File: src/hdl/wsd_pkg.sv
// Shared types, constants, filter taps and rounding for the wavelet decomposition block.
package wsd_pkg;

	localparam int WSD_MAX_DIM = 256;
	localparam int TAPS        = 41;
	localparam int HALF_TAPS   = (TAPS - 1) / 2;
	localparam int TIW         = $clog2(TAPS);

	localparam logic [1:0] ACT_WRITE = 2'd0;
	localparam logic [1:0] ACT_START = 2'd1;
	localparam logic [1:0] ACT_READ  = 2'd2;

	localparam logic [1:0] CFG_WIDTH  = 2'd0;
	localparam logic [1:0] CFG_HEIGHT = 2'd1;
	localparam logic [1:0] CFG_LEVELS = 2'd2;

	typedef struct packed {
		logic [1:0]         action;
		logic [15:0]        pixel_index;
		logic signed [31:0] pixel_value;
	} in_item_t;

	typedef struct packed {
		logic signed [31:0] read_value;
		logic               status;
	} out_item_t;

	typedef struct packed {
		logic           valid;
		logic           first;
		logic           last;
		logic           col;
		logic [TIW-1:0] tap;
	} mac_ctl_t;

	localparam logic signed [17:0] LOW_TAPS [0:TAPS-1] = '{
		18'sd0, -18'sd21, -18'sd26, 18'sd43, 18'sd52, -18'sd86, -18'sd102, 18'sd174,
		18'sd203, -18'sd360, -18'sd404, 18'sd760, 18'sd805, -18'sd1667, -18'sd1592,
		18'sd3899, 18'sd2973, -18'sd10198, -18'sd4653, 18'sd40217, 18'sd71006,
		18'sd40217, -18'sd4653, -18'sd10198, 18'sd2973, 18'sd3899, -18'sd1592,
		-18'sd1667, 18'sd805, 18'sd760, -18'sd404, -18'sd360, 18'sd203, 18'sd174,
		-18'sd102, -18'sd86, 18'sd52, 18'sd43, -18'sd26, -18'sd21, 18'sd0
	};

	localparam logic signed [17:0] HIGH_TAPS [0:TAPS-1] = '{
		18'sd0, 18'sd0, 18'sd21, -18'sd26, -18'sd43, 18'sd52, 18'sd86, -18'sd102,
		-18'sd174, 18'sd203, 18'sd360, -18'sd404, -18'sd760, 18'sd805, 18'sd1667,
		-18'sd1592, -18'sd3899, 18'sd2973, 18'sd10198, -18'sd4653, -18'sd40217,
		18'sd71006, -18'sd40217, -18'sd4653, 18'sd10198, 18'sd2973, -18'sd3899,
		-18'sd1592, 18'sd1667, 18'sd805, -18'sd760, -18'sd404, 18'sd360, 18'sd203,
		-18'sd174, -18'sd102, 18'sd86, 18'sd52, -18'sd43, -18'sd26, 18'sd21
	};

	function automatic logic signed [17:0] low_tap(input logic [TIW-1:0] t);
		if (int'(t) < TAPS) return LOW_TAPS[t];
		return 18'sd0;
	endfunction

	function automatic logic signed [17:0] high_tap(input logic [TIW-1:0] t);
		if (int'(t) < TAPS) return HIGH_TAPS[t];
		return 18'sd0;
	endfunction

	// Round half up after a shift of 16 (column) or 17 (row), then saturate.
	function automatic logic signed [31:0] round_sat(input logic signed [63:0] acc,
		input logic col);
		logic signed [63:0] t;
		logic signed [63:0] r;
		t = col ? (acc + 64'sd32768) : (acc + 64'sd65536);
		r = col ? (t >>> 16) : (t >>> 17);
		if (r > 64'sd2147483647) return 32'sh7fffffff;
		if (r < -64'sd2147483648) return 32'sh80000000;
		return r[31:0];
	endfunction

endpackage

File: src/hdl/wsd_mac.sv
// Dual multiply-accumulate for the low-pass and high-pass filter windows.
module wsd_mac
	import wsd_pkg::*;
(
	input  logic               clk,
	input  logic               arst_n,
	input  mac_ctl_t           ctl,
	input  logic signed [31:0] sample,
	output logic               done,
	output logic signed [31:0] lo_val,
	output logic signed [31:0] hi_val
);

	mac_ctl_t           ctl_s2;
	logic signed [49:0] prod_lo_s2;
	logic signed [49:0] prod_hi_s2;
	logic signed [63:0] acc_lo_q;
	logic signed [63:0] acc_hi_q;
	logic               col_q;
	logic               done_q;

	always_ff @(posedge clk or negedge arst_n) begin
		if (!arst_n) begin
			ctl_s2 <= '0;
			done_q <= 1'b0;
		end else begin
			ctl_s2 <= ctl;
			done_q <= ctl_s2.valid && ctl_s2.last;
		end
	end

	always_ff @(posedge clk) begin
		prod_lo_s2 <= sample * low_tap(ctl.tap);
		prod_hi_s2 <= sample * high_tap(ctl.tap);
		if (ctl_s2.valid) begin
			col_q <= ctl_s2.col;
			// restart the sums on the first tap of a window
			if (ctl_s2.first) begin
				acc_lo_q <= 64'(prod_lo_s2);
				acc_hi_q <= 64'(prod_hi_s2);
			end else begin
				acc_lo_q <= acc_lo_q + 64'(prod_lo_s2);
				acc_hi_q <= acc_hi_q + 64'(prod_hi_s2);
			end
		end
	end

	assign done   = done_q;
	assign lo_val = round_sat(acc_lo_q, col_q);
	assign hi_val = round_sat(acc_hi_q, col_q);

endmodule

File: config.mk
export PLATFORM = sky130hd
export DESIGN_NAME = wsd_mac
export DESIGN_NICKNAME = d
export VERILOG_FILES = /design/src/hdl/wsd_pkg.sv /design/src/hdl/wsd_mac.sv
export SDC_FILE = /design/constraint.sdc
export NUM_CORES = 2
export LEC_CHECK = 0
export BUFFER_PORTS_ARGS = -buffer_cell sky130_fd_sc_hd__buf_2
export CAP_MARGIN = 20
export CORE_ASPECT_RATIO = 1.1
export CORE_UTILIZATION = 60
export CTS_CLUSTER_SIZE = 16
export DETAILED_ROUTE_END_ITERATION = 6
export PLACE_DENSITY_LB_ADDON = 0.2
export SKIP_LAST_GASP = 1
export SLEW_MARGIN = 20
export SYNTH_ARGS = -nofsm -noshare
export SYNTH_HDL_FRONTEND = slang
export SYNTH_SLANG_ARGS = --single-unit
File: constraint.sdc
create_clock -name clk -period 4.4 [get_ports clk]
set_input_delay 0.66 -clock clk [delete_from_list [all_inputs] [get_ports clk]]
set_output_delay 0.66 -clock clk [all_outputs]
set_load 0.005 [all_outputs]
==> out/qor.yml <==
drt_pass1_iterations: 6
final_cell_mix: "1372 x sky130_fd_sc_hd__inv_1, 1142 x sky130_fd_sc_hd__nand2_1, 1071 x sky130_fd_sc_hd__fa_1"
finalCritPeriodShare_pct: 170
layout_commonest_cell: "sky130_fd_sc_hd__inv_1"
detailedPlace.worstSlack_ps: -3800
grt_first_pass_wirelength_mm: 279
postRouteAntennaNets: 0
starting_density_of_the_core_pct: 60.7
synth-main-ff-cell: "sky130_fd_sc_hd__edfxtp_1"
biggest_cell_delay_along_the_critical_path_ps: 530
synth.yosys.seq_area_share_pct: 9.97
worstPathArrival_ps: 7920
holdCritStartpoint: "ctl[9]"
floorplan.rows: 121
drc: 0
final-setup-viol-count: 152
r2r-end: "acc_lo_q[60]"
tritoncts: "yes"
timing.final.hold_violations: 0
detailedRoute.firstIterationViolations: 4189
vias_per_cell: 5.70
grt_start_max_net_pins: 86
via_count_of_the_first_global_routing_pass: 53800
cts.sink_count: 234
max-cap-violations: 0
chipHeight_um: 334
yosys.cell_types.count: 90
outcome: "finished with violations"
reg2reg_slack_ps: 430
global_route.overflow_total: 0
cp-end-kind: "register"
layout-drive-gt1-share_pct: 20.0
detail_route.wirelength_mm: 174
route.detailed.wl_per_inst_um: 18.8
synth.net_count: 8792
synth.yosys.warnings: 0
placed_cells: 9090
postSynthCellCount: 7255
max_slew_violation_count: 0
reg2reg_launch_point: "acc_lo_q[25]"
floorplan.core_area_mm2: 0.0992
clk-insertion-delay-late_ps: 580
rsz0062_at_grt: "true"
die-area_mm2: 0.102
post-route-worst-setup-slack_ps: -3080
area_growth_pct: 20.6
rr_worst_depth: 13
syn-cell-area_mm2: 0.0602
finalClockSkew_ps: 25.2
tritoncts_buffers: 26
max_clock_buf_depth: 3
synth-seq-cells: 234
htree_levels: 1
hold_path_depth: 1
synthArstFlopShare_pct: 2.14
number_of_antenna_violations_at_the_first_check_in_global_routing: 10
hold_end: "ctl_s2[9]"
timing_worst_slew_pin_value_ps: 985
die_width_um: 304
cp_data_required_time_ps: 4840
crit_path_max_fanout: 8
critical-path-top-cell-by-count: "sky130_fd_sc_hd__fa_1"
numPortBuffers: 108
relSlewSlack_pct: 34.3
violations_in_the_final_reports: "negative setup slack"
finalCoreUtilization_pct: 73.2
synth-edff-count: 129
critPathKind: "in2reg"
worstSetupStartpointType: "input port"
grt.total_usage_pct: 34.0
clock_tree.root_cell: "sky130_fd_sc_hd__clkbuf_16"
min_path_type: "in2reg"
floorplan.io_pins: 109
routed-via-count: 52700
detailedPlacementHpwl_mm: 141
path_clk_slew_ps: 60
post_synth.cell_area_avg_um2: 8.29
finalCriticalPeriod_ps: 7480
rd_place_congestion: 0.987
stdcell_count: 9250
achievable-frequency_mhz: 134
nets: 9474
cpMaxStageDelayCell: "sky130_fd_sc_hd__fa_1"
[per-stage QoR]
stage	instance area (µm²)	hold WS (ps)	setup TNS [ps]
2_1_floorplan	61500	364	-196040
3_3_place_gp	69100	423	-258920
3_5_place_dp	69100	415	-266710
4_1_cts	71400	185	-219710
5_1_grt	72600	194	-258010
6_report	72600	209	-224860
[worst max-delay path by stage]
stage	from	endpoint	slack [ps]	depth (start not counted)
after CTS	ctl[1]	prod_lo_s2[48]	-2940	35
final	ctl[1]	prod_lo_s2[48]	-3080	33
after detailed placement	ctl[1]	prod_hi_s2[47]	-3800	31
after global routing	ctl[2]	prod_lo_s2[48]	-3260	33
after global placement	ctl[1]	prod_hi_s2[45]	-3720	31
after floorplan	ctl[1]	prod_lo_s2[48]	-3110	33
[layer usage]
metal | vias to the layer above | share of wire (%) | track usage, %
li1 | 24000 | - | -
met1 | 26100 | 42 | 47.1
met2 | 2121 | 47 | 56.3
met3 | 388 | 8.4 | 4.35
met4 | 16 | 2.8 | 9.43
met5 | - | 0.052 | 0
[sequential cells by signal (all words and copies together) (netlist names)]
register	count
acc_hi_q	64
done	1
col_q	1
ctl_s2	4
prod_lo_s2	50
prod_hi_s2	50
acc_lo_q	64
[final cells by class]
type,instances,area [µm²]
diodes,2,5.00
clock buffers,37,848
clock inverters,11,80.1
fillers,7470,26600
inverters,1452,5470
multi-input cells,5170,49400
flip-flops and latches,234,6010
well taps,1291,1620
repair buffers,1052,9100
repair inverters,1,5.00
[logic make-up after synthesis]
family          synth area share, %
xor+xnor                       4.24
fa+ha+maj                      44.9
buf+inv                        11.6
flops                          9.97
compound gates                 11.8
simple gates                   16.9
mux                           0.628
[cell usage after synthesis, types with 29 or more instances]
library cell	number	area (µm²)
sky130_fd_sc_hd__nand3_1	95	475
sky130_fd_sc_hd__a21o_1	131	983
sky130_fd_sc_hd__and2_1	264	1650
sky130_fd_sc_hd__edfxtp_1	129	3870
sky130_fd_sc_hd__nor3_1	43	215
sky130_fd_sc_hd__nor2_1	283	1060
sky130_fd_sc_hd__o21ai_1	41	205
sky130_fd_sc_hd__inv_1	1449	5440
sky130_fd_sc_hd__and3_1	48	300
sky130_fd_sc_hd__o21bai_1	29	218
sky130_fd_sc_hd__nor2b_1	62	388
sky130_fd_sc_hd__clkbuf_1	331	1240
sky130_fd_sc_hd__a31oi_1	36	225
sky130_fd_sc_hd__nand4_1	67	419
sky130_fd_sc_hd__a211oi_1	40	300
sky130_fd_sc_hd__xnor2_1	184	1610
sky130_fd_sc_hd__fa_1	1108	22200
sky130_fd_sc_hd__xor2_1	107	937
sky130_fd_sc_hd__o31ai_1	32	240
sky130_fd_sc_hd__ha_1	385	4820
sky130_fd_sc_hd__nand2b_1	47	294
sky130_fd_sc_hd__nand2_1	1193	4480
sky130_fd_sc_hd__dfxtp_1	100	2000
sky130_fd_sc_hd__buf_1	50	188
sky130_fd_sc_hd__o21a_1	32	240
sky130_fd_sc_hd__a21oi_1	299	1500
sky130_fd_sc_hd__o21ai_0	316	1580
[worst max-delay path: cells and delay by family]
kind	cells	cell delay [ps]
compound gates	10	2010
fa+ha+maj	8	3340
simple gates	4	810
buf+inv	11	1080
[timing repair]
item,CTS,global route
pin swaps,163,146
setup endpoints to repair,152,152
gates cloned,6,9
hold buffers,1,0
resized for setup,206,191
buffers inserted,59,46
endpoints found under the hold margin,5,0
Power is left out: the tool's default activity adds up to more than one toggle a clock period on the data nets, which glitch-free logic cannot reach.
